==> src/rtl/core/assert_macros.svh <==
// Assertion helpers shared by the RTL files.
// All forms are clocked on the given clock and disabled while reset is low.
`ifndef ASSERT_MACROS_SVH
`define ASSERT_MACROS_SVH

`ifndef SYNTHESIS

// expr holds at every clock edge out of reset
`define ASSERT_ALWAYS(lbl, clk, rstn, expr) \
    lbl: assert property (@(posedge clk) disable iff (!rstn) (expr)) \
        else $error("%m: invariant violated");

// cons holds in the same cycle as ante
`define ASSERT_IMPLIES(lbl, clk, rstn, ante, cons) \
    lbl: assert property (@(posedge clk) disable iff (!rstn) (ante) |-> (cons)) \
        else $error("%m: implication violated");

// cons holds in the cycle after ante
`define ASSERT_NEXT(lbl, clk, rstn, ante, cons) \
    lbl: assert property (@(posedge clk) disable iff (!rstn) (ante) |=> (cons)) \
        else $error("%m: next-cycle check violated");

`else

`define ASSERT_ALWAYS(lbl, clk, rstn, expr)
`define ASSERT_IMPLIES(lbl, clk, rstn, ante, cons)
`define ASSERT_NEXT(lbl, clk, rstn, ante, cons)

`endif

`endif

==> src/rtl/core/chs_pkg.sv <==
`default_nettype none

package chs_pkg;

    // mode register values
    localparam logic [2:0] MODE_COPY = 3'd0;
    localparam logic [2:0] MODE_F3   = 3'd1;
    localparam logic [2:0] MODE_F2A  = 3'd2;
    localparam logic [2:0] MODE_F2B  = 3'd3;
    localparam logic [2:0] MODE_F5A  = 3'd4;
    localparam logic [2:0] MODE_F5B  = 3'd5;

    // job queue
    localparam int Q_DEPTH = 4;
    localparam int NUM_TAPS = 5;
    localparam int NUM_CELLS = 4;

    typedef enum logic [1:0] {
        KIND_COPY,
        KIND_F3,
        KIND_F2,
        KIND_F5
    } kind_t;

    // one window element: pixel word and its luma (77/150/29 weighted)
    typedef struct packed {
        logic [31:0] pix;
        logic [15:0] luma;
    } tap_t;

    // one pending result: kernel, taps (oldest first) and row-end mark
    typedef struct packed {
        kind_t                     kind;
        tap_t [NUM_TAPS-1:0]       taps;
        logic                      last;
    } job_t;

    function automatic logic [15:0] luma_of(input logic [31:0] p);
        logic [15:0] r;
        logic [15:0] g;
        logic [15:0] b;
        r = {8'd0, p[23:16]};
        g = {8'd0, p[15:8]};
        b = {8'd0, p[7:0]};
        return r * 16'd77 + g * 16'd150 + b * 16'd29;
    endfunction

    function automatic tap_t make_tap(input logic [31:0] p);
        tap_t t;
        t.pix  = p;
        t.luma = luma_of(p);
        return t;
    endfunction

    function automatic job_t make_job(input kind_t k, input tap_t a, input tap_t b,
                                      input tap_t c, input tap_t d, input tap_t e,
                                      input logic last);
        job_t j;
        j.kind    = k;
        j.taps[0] = a;
        j.taps[1] = b;
        j.taps[2] = c;
        j.taps[3] = d;
        j.taps[4] = e;
        j.last    = last;
        return j;
    endfunction

endpackage

`default_nettype wire

==> src/rtl/core/chs_in_if.sv <==
`default_nettype none

interface chs_in_if;
    logic        valid;
    logic        ready;
    logic [31:0] pixel_in;
    logic        row_end;

    modport source (output valid, output pixel_in, output row_end, input ready);
    modport sink   (input valid, input pixel_in, input row_end, output ready);
endinterface

`default_nettype wire

==> src/rtl/core/chs_out_if.sv <==
`default_nettype none

interface chs_out_if;
    logic        valid;
    logic        ready;
    logic [31:0] pixel_out;
    logic        row_last;

    modport source (output valid, output pixel_out, output row_last, input ready);
    modport sink   (input valid, input pixel_out, input row_last, output ready);
endinterface

`default_nettype wire

==> src/rtl/core/chs_cell.sv <==
`default_nettype none

// One window cell: loads the row's first pixel or takes its right neighbor.
module chs_cell
    import chs_pkg::*;
(
    input  wire logic clk,
    input  wire logic rst_n,
    input  wire logic shift_en,
    input  wire logic load_en,
    input  wire tap_t cur,
    input  wire tap_t feed,
    output tap_t      q
);

    tap_t q_reg;
    tap_t q_next;

    always_comb
    begin
        q_next = q_reg;
        if (load_en)
        begin
            q_next = cur;
        end
        else if (shift_en)
        begin
            q_next = feed;
        end
    end

    always_ff @(posedge clk or negedge rst_n)
    begin
        if (!rst_n)
        begin
            q_reg <= '0;
        end
        else
        begin
            q_reg <= q_next;
        end
    end

    assign q = q_reg;

endmodule

`default_nettype wire

==> src/rtl/core/chs_filt.sv <==
`default_nettype none

// Two-stage filter: stage 1 forms luma correction and tap averages,
// stage 2 (output register) adds, clamps and packs, or passes a copy job's pixel.
module chs_filt
    import chs_pkg::*;
(
    input  wire logic  clk,
    input  wire logic  rst_n,
    input  wire logic  job_valid,
    input  wire job_t  job,
    output logic       job_pop,
    chs_out_if.source  out_ch
);

    // stage 1 registers
    logic              s1_valid_reg;
    logic              s1_copy_reg;
    logic [31:0]       s1_pix_reg;
    logic [2:0][7:0]   s1_avg_reg;
    logic signed [9:0] s1_yd_reg;
    logic              s1_last_reg;

    // output registers
    logic              o_valid_reg;
    logic [31:0]       o_pix_reg;
    logic              o_last_reg;

    logic              o_adv;
    logic              s1_free;

    logic signed [20:0] l0, l1, l2, l3, l4;
    logic signed [20:0] ysum;
    logic signed [9:0]  yd_next;
    logic [2:0][7:0]    avg_next;
    logic [10:0]        t;

    logic [2:0][7:0]    clamped;
    logic signed [9:0]  s;
    logic [31:0]        o_pix_next;

    assign o_adv   = !o_valid_reg || out_ch.ready;
    assign s1_free = !s1_valid_reg || o_adv;
    assign job_pop = job_valid && s1_free;

    // stage 1 arithmetic
    always_comb
    begin
        l0 = $signed({5'd0, job.taps[0].luma});
        l1 = $signed({5'd0, job.taps[1].luma});
        l2 = $signed({5'd0, job.taps[2].luma});
        l3 = $signed({5'd0, job.taps[3].luma});
        l4 = $signed({5'd0, job.taps[4].luma});
        ysum     = '0;
        yd_next  = '0;
        avg_next = '0;
        t        = '0;
        case (job.kind)
            KIND_F3:
            begin
                ysum    = 21'(2 * l1 - l0 - l2 + 512);
                yd_next = 10'(ysum >>> 10);
            end
            KIND_F2:
            begin
                ysum    = 21'(l0 - l1 + 256);
                yd_next = 10'(ysum >>> 9);
            end
            KIND_F5:
            begin
                ysum    = 21'(6 * l2 - l0 - 2 * (l1 + l3) - l4 + 1024);
                yd_next = 10'(ysum >>> 11);
            end
            default:
            begin
                ysum    = '0;
                yd_next = '0;
            end
        endcase
        for (int c = 0; c < 3; c++)
        begin
            case (job.kind)
                KIND_F3:
                begin
                    t = {3'd0, job.taps[0].pix[8*c +: 8]}
                      + {2'd0, job.taps[1].pix[8*c +: 8], 1'b0}
                      + {3'd0, job.taps[2].pix[8*c +: 8]} + 11'd2;
                    avg_next[c] = t[9:2];
                end
                KIND_F2:
                begin
                    t = {3'd0, job.taps[0].pix[8*c +: 8]}
                      + {3'd0, job.taps[1].pix[8*c +: 8]} + 11'd1;
                    avg_next[c] = t[8:1];
                end
                KIND_F5:
                begin
                    t = {3'd0, job.taps[0].pix[8*c +: 8]}
                      + {2'd0, job.taps[1].pix[8*c +: 8], 1'b0}
                      + {2'd0, job.taps[2].pix[8*c +: 8], 1'b0}
                      + {2'd0, job.taps[3].pix[8*c +: 8], 1'b0}
                      + {3'd0, job.taps[4].pix[8*c +: 8]} + 11'd4;
                    avg_next[c] = t[10:3];
                end
                default:
                begin
                    t = '0;
                    avg_next[c] = '0;
                end
            endcase
        end
    end

    // stage 2: correction, clamp, pack
    always_comb
    begin
        s = '0;
        for (int c = 0; c < 3; c++)
        begin
            s = s1_yd_reg + $signed({2'd0, s1_avg_reg[c]});
            if (s < 0)
            begin
                clamped[c] = 8'd0;
            end
            else if (s > 10'sd255)
            begin
                clamped[c] = 8'hff;
            end
            else
            begin
                clamped[c] = s[7:0];
            end
        end
        o_pix_next = s1_copy_reg ? s1_pix_reg : {8'd0, clamped[2], clamped[1], clamped[0]};
    end

    always_ff @(posedge clk or negedge rst_n)
    begin
        if (!rst_n)
        begin
            s1_valid_reg <= 1'b0;
            o_valid_reg  <= 1'b0;
        end
        else
        begin
            if (s1_free)
            begin
                s1_valid_reg <= job_valid;
            end
            if (o_adv)
            begin
                o_valid_reg <= s1_valid_reg;
            end
        end
    end

    always_ff @(posedge clk)
    begin
        if (job_pop)
        begin
            s1_copy_reg <= (job.kind == KIND_COPY);
            s1_pix_reg  <= job.taps[0].pix;
            s1_avg_reg  <= avg_next;
            s1_yd_reg   <= yd_next;
            s1_last_reg <= job.last;
        end
        if (o_adv && s1_valid_reg)
        begin
            o_pix_reg  <= o_pix_next;
            o_last_reg <= s1_last_reg;
        end
    end

    assign out_ch.valid     = o_valid_reg;
    assign out_ch.pixel_out = o_pix_reg;
    assign out_ch.row_last  = o_last_reg;

endmodule

`default_nettype wire

==> src/rtl/core/chroma_smoother_horizontal.sv <==
// Channel   Dir  Payload                         Handshake
// in_ch     in   pixel_in[31:0], row_end         valid/ready
// out_ch    out  pixel_out[31:0], row_last       valid/ready
// cfg       in   cfg_wdata[2:0] (mode)           cfg_we, no stall
//
// Rate: one item per clock while in_ch.ready is high; an item becomes 0..3
// jobs in a 4-entry job queue that the filter drains one per clock while
// out_ch does not stall. in_ch.ready is high while the queue holds at most
// one job, so a row end can drop it. A job is written to the queue at the
// edge that takes its item, then passes filter stage 1 and the output register.
// Reset (async, rst_n low): mode = copy, row at start, queue and filter empty;
// out_ch.ready low holds the output register, then stage 1, then the queue.
`default_nettype none

`include "assert_macros.svh"

module chroma_smoother_horizontal
    import chs_pkg::*;
(
    input  wire logic       clk,
    input  wire logic       rst_n,
    input  wire logic       cfg_we,
    input  wire logic [2:0] cfg_wdata,
    chs_in_if.sink          in_ch,
    chs_out_if.source       out_ch
);

    // mode register and row position
    logic [2:0] mode_reg;
    logic [2:0] mode_next;
    logic [1:0] row_pos_reg;
    logic [1:0] row_pos_next;

    // job queue
    job_t       q_mem_reg [Q_DEPTH];
    logic [1:0] q_wr_ptr_reg;
    logic [1:0] q_wr_ptr_next;
    logic [1:0] q_rd_ptr_reg;
    logic [1:0] q_rd_ptr_next;
    logic [2:0] q_cnt_reg;
    logic [2:0] q_cnt_next;
    logic       q_pop;

    logic       acc;
    tap_t       cur;
    tap_t       w   [NUM_CELLS];
    tap_t       nw  [NUM_CELLS];
    tap_t       feed[NUM_CELLS];

    logic       is_f3;
    logic       is_f2;
    logic       is_f5;
    logic       is_copy;

    logic       pre_v;
    job_t       pre_job;
    logic [1:0] post_n;
    job_t       post_job0;
    job_t       post_job1;
    job_t       jobs[Q_DEPTH];
    logic [1:0] push_n;

    assign acc         = in_ch.valid && in_ch.ready;
    assign in_ch.ready = (q_cnt_reg <= 3'd1);
    assign cur         = make_tap(in_ch.pixel_in);

    assign is_f3   = (mode_reg == MODE_F3);
    assign is_f2   = (mode_reg == MODE_F2A) || (mode_reg == MODE_F2B);
    assign is_f5   = (mode_reg == MODE_F5A) || (mode_reg == MODE_F5B);
    assign is_copy = !(is_f3 || is_f2 || is_f5);

    // window: a chain of cells, oldest at index 0, new pixel enters at 3
    for (genvar i = 0; i < NUM_CELLS; i++)
    begin : g_cell
        if (i == NUM_CELLS - 1)
        begin : g_tail
            assign feed[i] = cur;
        end
        else
        begin : g_body
            assign feed[i] = w[i+1];
        end
        chs_cell u_cell (
            .clk      (clk),
            .rst_n    (rst_n),
            .shift_en (acc),
            .load_en  (acc && (row_pos_reg == 2'd0)),
            .cur      (cur),
            .feed     (feed[i]),
            .q        (w[i])
        );
        // window as it stands once this item is in
        assign nw[i] = (row_pos_reg == 2'd0) ? cur : feed[i];
    end

    // jobs raised by one item: one the new pixel completes, then the
    // row-end flush (or the direct copy)
    always_comb
    begin
        pre_v     = 1'b0;
        pre_job   = '0;
        post_n    = 2'd0;
        post_job0 = '0;
        post_job1 = '0;

        if (row_pos_reg != 2'd0 && is_f3)
        begin
            pre_v   = 1'b1;
            pre_job = make_job(KIND_F3, w[2], w[3], cur, cur, cur, 1'b0);
        end
        else if (row_pos_reg != 2'd0 && is_f2)
        begin
            pre_v   = 1'b1;
            pre_job = make_job(KIND_F2, w[3], cur, cur, cur, cur, 1'b0);
        end
        else if (row_pos_reg >= 2'd2 && is_f5)
        begin
            pre_v   = 1'b1;
            pre_job = make_job(KIND_F5, w[0], w[1], w[2], w[3], cur, 1'b0);
        end

        if (is_copy)
        begin
            post_n    = 2'd1;
            post_job0 = make_job(KIND_COPY, cur, cur, cur, cur, cur, in_ch.row_end);
        end
        else if (in_ch.row_end)
        begin
            if (is_f3)
            begin
                post_n    = 2'd1;
                post_job0 = make_job(KIND_F3, nw[2], nw[3], nw[3], nw[3], nw[3], 1'b1);
            end
            else if (is_f2 || row_pos_reg == 2'd0)
            begin
                // two-tap last pixel and one-pixel five-tap rows pass through
                post_n    = 2'd1;
                post_job0 = make_job(KIND_COPY, cur, cur, cur, cur, cur, 1'b1);
            end
            else
            begin
                post_n    = 2'd2;
                post_job0 = make_job(KIND_F5, nw[0], nw[1], nw[2], nw[3], nw[3], 1'b0);
                post_job1 = make_job(KIND_F5, nw[1], nw[2], nw[3], nw[3], nw[3], 1'b1);
            end
        end

        jobs[0] = pre_v ? pre_job : post_job0;
        jobs[1] = pre_v ? post_job0 : post_job1;
        jobs[2] = post_job1;
        jobs[3] = '0;
        push_n  = acc ? (post_n + {1'b0, pre_v}) : 2'd0;
    end

    // queue control
    always_comb
    begin
        q_wr_ptr_next = q_wr_ptr_reg + push_n;
        q_rd_ptr_next = q_rd_ptr_reg + {1'b0, q_pop};
        q_cnt_next    = q_cnt_reg + {1'b0, push_n} - {2'd0, q_pop};
    end

    always_ff @(posedge clk)
    begin
        for (int k = 0; k < Q_DEPTH; k++)
        begin
            if (2'(k - int'(q_wr_ptr_reg)) < push_n)
            begin
                q_mem_reg[k] <= jobs[2'(k - int'(q_wr_ptr_reg))];
            end
        end
    end

    // control registers
    always_comb
    begin
        mode_next    = cfg_we ? cfg_wdata : mode_reg;
        row_pos_next = row_pos_reg;
        if (acc)
        begin
            if (in_ch.row_end)
            begin
                row_pos_next = 2'd0;
            end
            else if (row_pos_reg != 2'd3)
            begin
                row_pos_next = row_pos_reg + 2'd1;
            end
        end
    end

    always_ff @(posedge clk or negedge rst_n)
    begin
        if (!rst_n)
        begin
            mode_reg     <= MODE_COPY;
            row_pos_reg  <= 2'd0;
            q_wr_ptr_reg <= 2'd0;
            q_rd_ptr_reg <= 2'd0;
            q_cnt_reg    <= 3'd0;
        end
        else
        begin
            mode_reg     <= mode_next;
            row_pos_reg  <= row_pos_next;
            q_wr_ptr_reg <= q_wr_ptr_next;
            q_rd_ptr_reg <= q_rd_ptr_next;
            q_cnt_reg    <= q_cnt_next;
        end
    end

    // filter pipeline and output register
    chs_filt u_filt (
        .clk       (clk),
        .rst_n     (rst_n),
        .job_valid (q_cnt_reg != 3'd0),
        .job       (q_mem_reg[q_rd_ptr_reg]),
        .job_pop   (q_pop),
        .out_ch    (out_ch)
    );

    // queue never overfills
    `ASSERT_ALWAYS(a_q_bound, clk, rst_n, q_cnt_reg <= 3'(Q_DEPTH))
    // a row end puts the next item at the row start
    `ASSERT_NEXT(a_row_restart, clk, rst_n, acc && in_ch.row_end, row_pos_reg == 2'd0)
    // first pixel of a row fills the whole window (left edge replication)
    `ASSERT_NEXT(a_edge_fill, clk, rst_n, acc && row_pos_reg == 2'd0, (w[0] == w[3]) && (w[1] == w[2]))
    // copy mode makes exactly one job per item
    `ASSERT_IMPLIES(a_copy_one, clk, rst_n, acc && is_copy, push_n == 2'd1)

endmodule

`default_nettype wire

==> src/flat_wrapper.sv <==
// flat-port wrapper written by rule: the top's interface ports become plain ports
module chroma_smoother_horizontal_flat import chs_pkg::*;
  (clk, rst_n, cfg_we, cfg_wdata, in_ch_valid, in_ch_pixel_in, in_ch_row_end, in_ch_ready, out_ch_valid, out_ch_pixel_out, out_ch_row_last, out_ch_ready);
  chs_in_if in_ch_i ();
  chs_out_if out_ch_i ();
  input  wire logic clk;
  input  wire logic rst_n;
  input  wire logic cfg_we;
  input  wire logic [2:0] cfg_wdata;
  input wire logic [$bits(in_ch_i.valid)-1:0] in_ch_valid;
  input wire logic [$bits(in_ch_i.pixel_in)-1:0] in_ch_pixel_in;
  input wire logic [$bits(in_ch_i.row_end)-1:0] in_ch_row_end;
  output wire logic [$bits(in_ch_i.ready)-1:0] in_ch_ready;
  output wire logic [$bits(out_ch_i.valid)-1:0] out_ch_valid;
  output wire logic [$bits(out_ch_i.pixel_out)-1:0] out_ch_pixel_out;
  output wire logic [$bits(out_ch_i.row_last)-1:0] out_ch_row_last;
  input wire logic [$bits(out_ch_i.ready)-1:0] out_ch_ready;
  assign in_ch_i.valid = in_ch_valid;
  assign in_ch_i.pixel_in = in_ch_pixel_in;
  assign in_ch_i.row_end = in_ch_row_end;
  assign in_ch_ready = in_ch_i.ready;
  assign out_ch_valid = out_ch_i.valid;
  assign out_ch_pixel_out = out_ch_i.pixel_out;
  assign out_ch_row_last = out_ch_i.row_last;
  assign out_ch_i.ready = out_ch_ready;
  chroma_smoother_horizontal u_core (.clk(clk), .rst_n(rst_n), .cfg_we(cfg_we), .cfg_wdata(cfg_wdata), .in_ch(in_ch_i), .out_ch(out_ch_i));
endmodule
==> config.mk <==
export PLATFORM = sky130hd
export DESIGN_NAME = chroma_smoother_horizontal_flat
export DESIGN_NICKNAME = d
export VERILOG_FILES = /design/src/rtl/core/chs_pkg.sv /design/src/rtl/core/chs_in_if.sv /design/src/rtl/core/chs_out_if.sv /design/src/rtl/core/chs_cell.sv /design/src/rtl/core/chs_filt.sv /design/src/rtl/core/chroma_smoother_horizontal.sv /design/src/flat_wrapper.sv
export VERILOG_INCLUDE_DIRS = /design/src /design/src/rtl/core
export SDC_FILE = /design/constraint.sdc
export NUM_CORES = 2
export LEC_CHECK = 0
export ABC_AREA = 1
export ABC_CLOCK_PERIOD_IN_PS = 31400
export BUFFER_PORTS_ARGS = -buffer_cell sky130_fd_sc_hd__buf_2
export CAP_MARGIN = 5
export CORE_UTILIZATION = 50
export DETAILED_ROUTE_END_ITERATION = 6
export PLACE_DENSITY = 0.65
export SLEW_MARGIN = 20
export SYNTH_ARGS = -nofsm -noshare
export SYNTH_HDL_FRONTEND = slang
export SYNTH_HIERARCHICAL = 1
export SYNTH_SLANG_ARGS = --single-unit
==> constraint.sdc <==
create_clock -name clk -period 31.4 [get_ports clk]
set_input_delay 1.57 -clock clk [delete_from_list [all_inputs] [get_ports clk]]
set_output_delay 1.57 -clock clk [all_outputs]
set_load 0.01 [all_outputs]
==> impl_metrics.env <==
export IMPL_status="finished with violations"
export IMPL_violations_in_the_final_reports="design-rule violations"
export IMPL_setup_crit_end_kind="flip-flop"
export IMPL_clock_latency_ns=0.82
export IMPL_hpwl_mm=209
export IMPL_final_setup_tns_ns=0
export IMPL_grt_met3_usage=0.134
export IMPL_die_h_um=406
export IMPL_fillCellCount=15300
export IMPL_fmax_ghz=0.117
export IMPL_crit_path_max_fanout=99
export IMPL_flip_flop_count_of_the_largest_register_all_copies_and_words_added=844
export IMPL_gp_congestion=0.953
export IMPL_final_report_setup_violation_count=0
export IMPL_worstPathRequired_ns=31.91
export IMPL_critPathMaxStageDelay_ns=0.85
export IMPL_nets=10800
export IMPL_worst_pin_slew_ns=1.25
export IMPL_multiInputGateArea_mm2=0.0418
export IMPL_rsz0062_at_grt="no"
export IMPL_vias_per_cell=6.40
export IMPL_io_pins=76
export IMPL_number_of_global_route_vias_before_repair=74600
export IMPL_globalRoute_totalOverflow=0
export IMPL_crit_path_cells="buf_4 -> buf_4 -> buf_12 -> buf_4 -> o21ai_0 -> o22ai_1 -> ha_1 -> a21oi_1 -> nand2_1 -> a21oi_1 -> o21bai_1 -> xor2_1 -> fa_1 -> inv_1 -> fa_1 -> ha_1 -> ha_1 -> a21oi_1 -> nor2_1 -> o21ai_0 -> nand2_1 -> or2_2 -> nand3_1 -> nand3_1"
export IMPL_detailedRoute_firstIterationViolations=11900
export IMPL_grt_total_usage=0.394
export IMPL_maxCapViolations=0
export IMPL_total_wirelength_mm=332
export IMPL_postSynthAreaPerCell_um2=7.71
export IMPL_worst_path_dominant_cell_family="buffers and inverters"
export IMPL_worst_setup_path_type="flip-flop to flip-flop"
export IMPL_pre_cts_slack_ns=22.43
export IMPL_number_of_antenna_violations_at_the_first_check_in_global_routing=27
export IMPL_sequential_cell_area_mm2=0.0335
export IMPL_placementRows=148
export IMPL_min_delay_path_class="flip-flop to flip-flop"
export IMPL_post_synth_inst_count=10600
export IMPL_final_period_util=0.271
export IMPL_cts_root_to_sink_buffers=3
export IMPL_final_setup_worst_slack_ns=22.88
export IMPL_cts_resized=0
export IMPL_grt_pass1_wl_mm=478
export IMPL_drt_antenna_violating_nets=0
export IMPL_worst_setup_hold_path_clk_slew_ns=0.06
export IMPL_critical_path_buf_inv_count=5
export IMPL_final_hold_violation_count=0
export IMPL_cts_root_buf="sky130_fd_sc_hd__clkbuf_16"
export IMPL_grt_busiest_layer="met2"
export IMPL_netlist_area_mm2=0.0818
export IMPL_cts_inserted_buffers=136
export IMPL_timing_clock_skew_ns=0.0361
export IMPL_critPathArrivalTime_ns=9.03
export IMPL_yosysWarningCount=6
export IMPL_synth_fp_nets=11200
export IMPL_firstDrtPassIters=7
export IMPL_hold_buffers=0
export IMPL_cts_setup_buffers=0
export IMPL_tritoncts="yes"
export IMPL_timing_slew_headroom=0.163
export IMPL_core_mm2=0.163
export IMPL_startpoint_type="flip-flop"
export IMPL_fin_crit_ns=8.52
export IMPL_area_growth_syn_to_layout_pct=7.58
export IMPL_detail_route_drc_violations=15
export IMPL_die_area_mm2=0.165
export IMPL_clock_sink_count=1151
export IMPL_grt_use_met2=0.579
export IMPL_layout_drive_gt1_share=0.0529
export IMPL_htreeDepth=4
export IMPL_gr_usage_met1=0.502
export IMPL_critPathSlowestCell="sky130_fd_sc_hd__o22ai_1"
export IMPL_die_w_um=406
export IMPL_floorplan_initialDensity=0.503
export IMPL_port_buffers=75
export IMPL_grt_start_max_net_pins=170
export IMPL_vias=80400
export IMPL_wl_per_cell_um=26.5
export IMPL_final_max_slew_viol_count=0
-- per-layer routing --
| layer | part of all wire | up-vias | wire (um) |
|---|---|---|---|
| li1 | - | 35600 | - |
| met5 | 0.0021 | - | 703 |
| met1 | 0.36 | 37400 | 121000 |
| met4 | 0.068 | 60 | 22600 |
| met3 | 0.15 | 1434 | 50700 |
| met2 | 0.41 | 5842 | 138000 |
-- worst register-to-register path: stages (launching register included) --
cell and delay [ns]:
sky130_fd_sc_hd__dfrtp_4 0.73, sky130_fd_sc_hd__buf_4 0.62, sky130_fd_sc_hd__buf_4 0.70, sky130_fd_sc_hd__buf_12 0.44, sky130_fd_sc_hd__buf_4 0.81, sky130_fd_sc_hd__o21ai_0 0.20
sky130_fd_sc_hd__o22ai_1 0.85, sky130_fd_sc_hd__ha_1 0.42, sky130_fd_sc_hd__a21oi_1 0.26, sky130_fd_sc_hd__nand2_1 0.12, sky130_fd_sc_hd__a21oi_1 0.15, sky130_fd_sc_hd__o21bai_1 0.13
sky130_fd_sc_hd__xor2_1 0.26, sky130_fd_sc_hd__fa_1 0.46, sky130_fd_sc_hd__inv_1 0.08, sky130_fd_sc_hd__fa_1 0.43, sky130_fd_sc_hd__ha_1 0.29, sky130_fd_sc_hd__ha_1 0.30
sky130_fd_sc_hd__a21oi_1 0.21, sky130_fd_sc_hd__nor2_1 0.09, sky130_fd_sc_hd__o21ai_0 0.16, sky130_fd_sc_hd__nand2_1 0.08, sky130_fd_sc_hd__or2_2 0.27, sky130_fd_sc_hd__nand3_1 0.08
sky130_fd_sc_hd__nand3_1 0.13
-- per-stage QoR --
stage               hold WS, ns  instance area, um^2  instances   util
floorplan                 0.400                81800      10600      -
global placement          0.457                83600      12300  0.514
detailed placement        0.464                83600      12300  0.514
CTS                       0.475                87900      12600  0.541
global route              0.487                88000      12600  0.541
finish                    0.474                88000      12600  0.541
-- final cells by class --
cell class                      count  share of cell area
Tap cell                         2175              0.0309
Clock buffer                      190              0.0423
Inverter                          983              0.0426
Timing Repair Buffer              230              0.0196
Multi-Input combinational cell   7759               0.476
Antenna cell                       10            0.000284
Sequential cell                  1151               0.381
Clock inverter                     62             0.00742
-- final timing paths --
kind	cells past startpoint	from	slack (ns)	to
max in group asynchronous	2	rst_n	29.21	u_core/q_rd_ptr_reg[1]$_DFF_PN0_
max reg2reg	24	u_core/q_rd_ptr_reg[0]$_DFF_PN0_	22.88	u_core/u_filt/s1_avg_reg[15]$_DFFE_PP_
min	1	u_core/q_cnt_reg[2]$_DFF_PN0_	0.47	u_core/q_cnt_reg[2]$_DFF_PN0_
min reg2reg	1	u_core/q_cnt_reg[2]$_DFF_PN0_	0.47	u_core/q_cnt_reg[2]$_DFF_PN0_
max	24	u_core/q_rd_ptr_reg[0]$_DFF_PN0_	22.88	u_core/u_filt/s1_avg_reg[15]$_DFFE_PP_
min in group asynchronous	1	rst_n	0.73	u_core/g_cell[3].u_cell/q[19]$_DFFE_PN0P_
-- cell usage in the layout, fill, tap and decap left out, types with 44 or more instances in the layout --
cell type	n
sky130_fd_sc_hd__inv_1	946
sky130_fd_sc_hd__o21ai_0	1400
sky130_fd_sc_hd__dfrtp_1	202
sky130_fd_sc_hd__clkbuf_1	44
sky130_fd_sc_hd__o22ai_1	430
sky130_fd_sc_hd__clkbuf_16	137
sky130_fd_sc_hd__nand2_1	2595
sky130_fd_sc_hd__edfxtp_1	945
sky130_fd_sc_hd__xor2_1	84
sky130_fd_sc_hd__a21oi_1	309
sky130_fd_sc_hd__fa_1	132
sky130_fd_sc_hd__nand3_1	930
sky130_fd_sc_hd__o211ai_1	93
sky130_fd_sc_hd__nor2_1	838
sky130_fd_sc_hd__buf_4	141
sky130_fd_sc_hd__buf_2	74
sky130_fd_sc_hd__o21ai_1	112
sky130_fd_sc_hd__ha_1	392
Power is not shown: default switching activity piles up to over one toggle a cycle in this logic, so the estimate is an artifact.
